--- src/rtl/mpsm_ram.sv ---
// Generic single-write, single-read RAM with a registered read port.
`default_nettype none
module mpsm_ram #(
   parameter int WIDTH = 8,
   parameter int DEPTH = 16
) (
   input  wire logic                     clock,
   input  wire logic                     wr_en,
   input  wire logic [$clog2(DEPTH)-1:0] wr_addr,
   input  wire logic [WIDTH-1:0]         wr_data,
   input  wire logic [$clog2(DEPTH)-1:0] rd_addr,
   output logic      [WIDTH-1:0]         rd_data
);

   logic [WIDTH-1:0] mem [DEPTH];

   always_ff @(posedge clock) begin
      if (wr_en) begin
         mem[wr_addr] <= wr_data;
      end
      rd_data <= mem[rd_addr];
   end

endmodule
`default_nettype wire

--- config.mk ---
export PLATFORM = sky130hd
export DESIGN_NAME = mpsm_ram
export DESIGN_NICKNAME = d
export VERILOG_FILES = /design/src/rtl/mpsm_ram.sv
export SDC_FILE = /design/constraint.sdc
export NUM_CORES = 1
export LEC_CHECK = 0
export BUFFER_PORTS_ARGS = -buffer_cell sky130_fd_sc_hd__buf_2
export CAP_MARGIN = 25
export CORE_MARGIN = 8
export CORE_UTILIZATION = 65
export DETAILED_ROUTE_END_ITERATION = 8
export PLACE_DENSITY = 0.86
export SYNTH_ARGS = -nofsm -noshare
export SYNTH_HDL_FRONTEND = slang
export SYNTH_SLANG_ARGS = --single-unit
--- constraint.sdc ---
create_clock -name clock -period 4.95 [get_ports clock]
set_clock_uncertainty 0.15 [all_clocks]
set_input_delay 0 -clock clock [delete_from_list [all_inputs] [get_ports clock]]
set_output_delay 0 -clock clock [all_outputs]
set_load 0.03 [all_outputs]
* Word level (Yosys, flattened, before mapping)
Memory sizes are Yosys's and may differ from the RTL's. A register that Yosys moved wholly into a read port is not among the register bits.
Index checks and enable logic that the tools add are counted.
** Storage, ports and cells
- Bits in registers :: 0
- Bits in latches :: 0
- RAM bits :: 128
- Memory bits (read-only) :: 0
- Input port bits :: 18
- Output and inout port bits :: 8
- Word-level logic and storage cells :: 3
- Memories :: 1
** Memory list
- mem :: depth 16, bits a word 8, read ports 1, clocked after Yosys merged registers in 1, write ports 1, RTL line 15 : logic [WIDTH-1:0] mem [DEPTH];
** Cells by class
- Add/subtract/negate cells :: 0
- Multiply operators :: 0
- Div/mod/pow operators :: 0
- Order comparisons :: 0
- Equality and inequality tests :: 0
- Shift operators :: 0
- Multiplexer cells :: 2
- Bitwise operators :: 0
- Reduce and logical (&&, ||, !) cells :: 0
** Operator list (number)
- $mux 1 :: 2

* Longest topological paths before layout
- Word-level depth :: 2
- Gate-level depth with buffers :: 5
- Depth with buffers taken out :: 3

* Worst setup path before layout
OpenSTA, ideal clock, no wires.
- Path type :: input -> register
- Start :: input wr_addr[2]
- End :: memory mem[0][0], enable pin
- Library setup time :: 0.383 ns
- Data arrival time :: 1.110 ns
- Required time :: 4.417 ns
- Setup slack :: 3.307 ns
- Stages on the path :: 2
- Buffers on the path :: 0
- Cells stage by stage :: or3b_2 nor3_1
** RTL lines
- start: declaration :: RTL line 9 : input wire logic [$clog2(DEPTH)-1:0] wr_addr,
- end: declaration :: RTL line 15
No word-level cell before the write port.

* Final worst setup path
- Start :: input wr_addr[2]
- End :: memory mem[3][5], enable pin
No word-level cell before the write port.

==> flow_summary.toml <==
[critical_path]
required_ns = 4.94
cp_slowest_stage_delay_ns = 0.61
path_cells = "dlygate4sd3_1 -> buf_2 -> or3b_2 -> dlygate4sd3_1 -> nor2_1"
path_max_fanout = 8
cp_slowest_cell = "nor2_1"
cp-end-kind = "flop"
crit_top_cell = "dlygate4sd3_1"
crit_arrival_ns = 2.35
critPathLaunchType = "input port"
setup.worst_path.class = "input port to flop"

[synthesis]
synth_top_area_share_pct = 74.7
async_reset_ff_share_pct = 0
synth_area_leaders = "edfxtp_1 (75%), mux4_2 (7.9%), mux4_1 (7.1%)"
yosysTopAreaCell = "edfxtp_1"
synthFlopType = "edfxtp_1"
ys_seq_area_share_pct = 77.8
synth_area_sq_um = 5150
ys_ff_latch = 136
synthCells = 229
synthesis.nets = 247
synth-edff-count = 128
synth_cell_types = 19
syn_avg_cell_area_sq_um = 22.5
yosysWarnings = 0

[outcome]
outcome = "finished clean"

[clock_network]
holdBufCountCts = 19
clockBufferDepth = 2
cts_sinks = 136
clk_latency_ns = 0.52
clk_pin_slew_ns = 0.06
cts_root_buf = "clkbuf_8"
cts_tree = "built"
cts_made_buffers = 17
post_cts_buffers = 0
cts_resized = 0
h-tree-depth = 4

[placed_design]
dp_cells = 348
portBuffers = 25
place.gp.congestion = 0.747
hpwl_um = 6180

[timing]
max_freq_mhz = 424
whs_ns = 0.0757
fin_crit_ns = 2.36
max_slew_margin_pct = 28.0
finalCritPeriodShare_pct = 47.7
rsz0062_at_grt = "false"
tightestPinTransition_ns = 1.08
fin_tns_setup_ns = 0
hold_violations = 0
drv_slew = 0
setup_viol = 0

[final_layout]
fillCellCount = 354
antenna_cells = 0
area_delta_synth_final_pct = 21.9
instances_no_fill = 402
fin_nets = 305
post-route-util_pct = 81.6
drive_above_1_share_pct = 27.3

[global_routing]
grt_antenna_before_repair = 0
grt_overflow = 0
grt_pass1_vias = 2704
grt_use_total_pct = 21.1
grt_pass1_wl_um = 16600
grt_max_degree = 33

[floorplanning]
core_area_sq_um = 7690
fp.dieArea_sq_um = 11000
num_rows = 32
die_h_um = 105
start_util_pct = 67.0
io_pins = 26
die_x_um = 105

[pwr]
finalPower_mw = 2.91
static-leakage-power_nw = 2.14
power_density_nw_per_um2 = 463
vdd_drop_max_uv = 328

[route]
drc = 0
drtIter0Drc = 218
routed_via_density = 6.51
vias = 2618
drt_first_pass_iters = 4
wl_per_cell_um = 27.2
ant_nets = 0
drt_wl_total_um = 10900

[hold_path]
hold_path_class = "input port to flop"

[flow_run]
drv_cap = 0
metrics by stage:
step / setup slack [ns] / area, sq um
2_1_floorplan: 3.31 / 5150
3_3_place_gp: 2.82 / 5330
3_5_place_dp: 2.75 / 5340
4_1_cts: 2.60 / 6230
5_1_grt: 2.50 / 6270
6_report: 2.59 / 6270
cell usage after synthesis (all sizes together) (2+ instances only):
cell,count
a22oi,16
buf,7
clkdlybuf4s25,3
dfxtp,8
edfxtp,128
mux4,32
nand2,9
nand2b,2
nand3b,2
nor2,13
nor3,4
state kept, by name, indices dropped and copies added, names as in the netlist:
name,count
rd_data,8
mem,128
worst paths after layout:
check | slack (ns) | startpoint | endpoint | cells past startpoint
worst max-delay path | 2.59 | wr_addr[2] | mem[3][5] | 5
worst min-delay path | 0.08 | rd_addr[0] | rd_data[4] | 4
worst max register to register | 3.30 | mem[9][4] | rd_data[4] | 3
worst min register to register | 0.53 | mem[12][0] | rd_data[0] | 3
layout by cell type (no fill, tap or decap), drive strengths merged:
master	Yosys	final
a22oi	16	16
and2	1	1
and2b	1	1
buf	7	30
bufinv	0	7
clkbuf	0	21
clkinv	0	2
clkinvlp	0	2
dfxtp	8	8
dlygate4sd3	0	19
edfxtp	128	128
mux4	32	32
nand2	9	9
nand2b	2	2
nand3	1	1
nand3b	2	2
nor2	13	13
nor2b	1	1
nor3	4	4
or3b	1	1
critical path: cells and delay by family:
family                 cells  cell delay [ns]
buffers and inverters      3             1.25
and+or+nand+nor            2             1.09
cell families after synthesis:
kind of cell	share of synthesized area (%)
AND/OR/NAND/NOR	3.18
multiplexers	15.0
flip-flops	77.8
AO/OA/AOI/OAI	2.33
buffers and inverters	1.68
final cells by class:
type | count | area, sq um | share of cell area, %
Clock buffer | 21 | 459 | 7.32
Tap cell | 102 | 128 | 2.03
Multi-Input combinational cell | 83 | 1070 | 17.0
Timing Repair Buffer | 49 | 373 | 5.94
Sequential cell | 136 | 4000 | 63.8
Clock inverter | 11 | 243 | 3.87
routing by layer:
metal  part of all wire (%)  up-vias  track usage [%]
li1                       -     1093                -
met1                     39     1333             27.1
met2                     50      179             31.7
met3                    9.4       13             7.74
met4                    1.2        0             9.38
met5                      0        -                0
power by group:
| group | internal (mW) | switching, mW |
|---|---|---|
| registers | 1.29 | 0.00912 |
| clock network | 1.01 | 0.454 |
| logic | 0.0575 | 0.0852 |
| total | 2.36 | 0.549 |
Note: power is estimated with default switching activity, not from simulation.
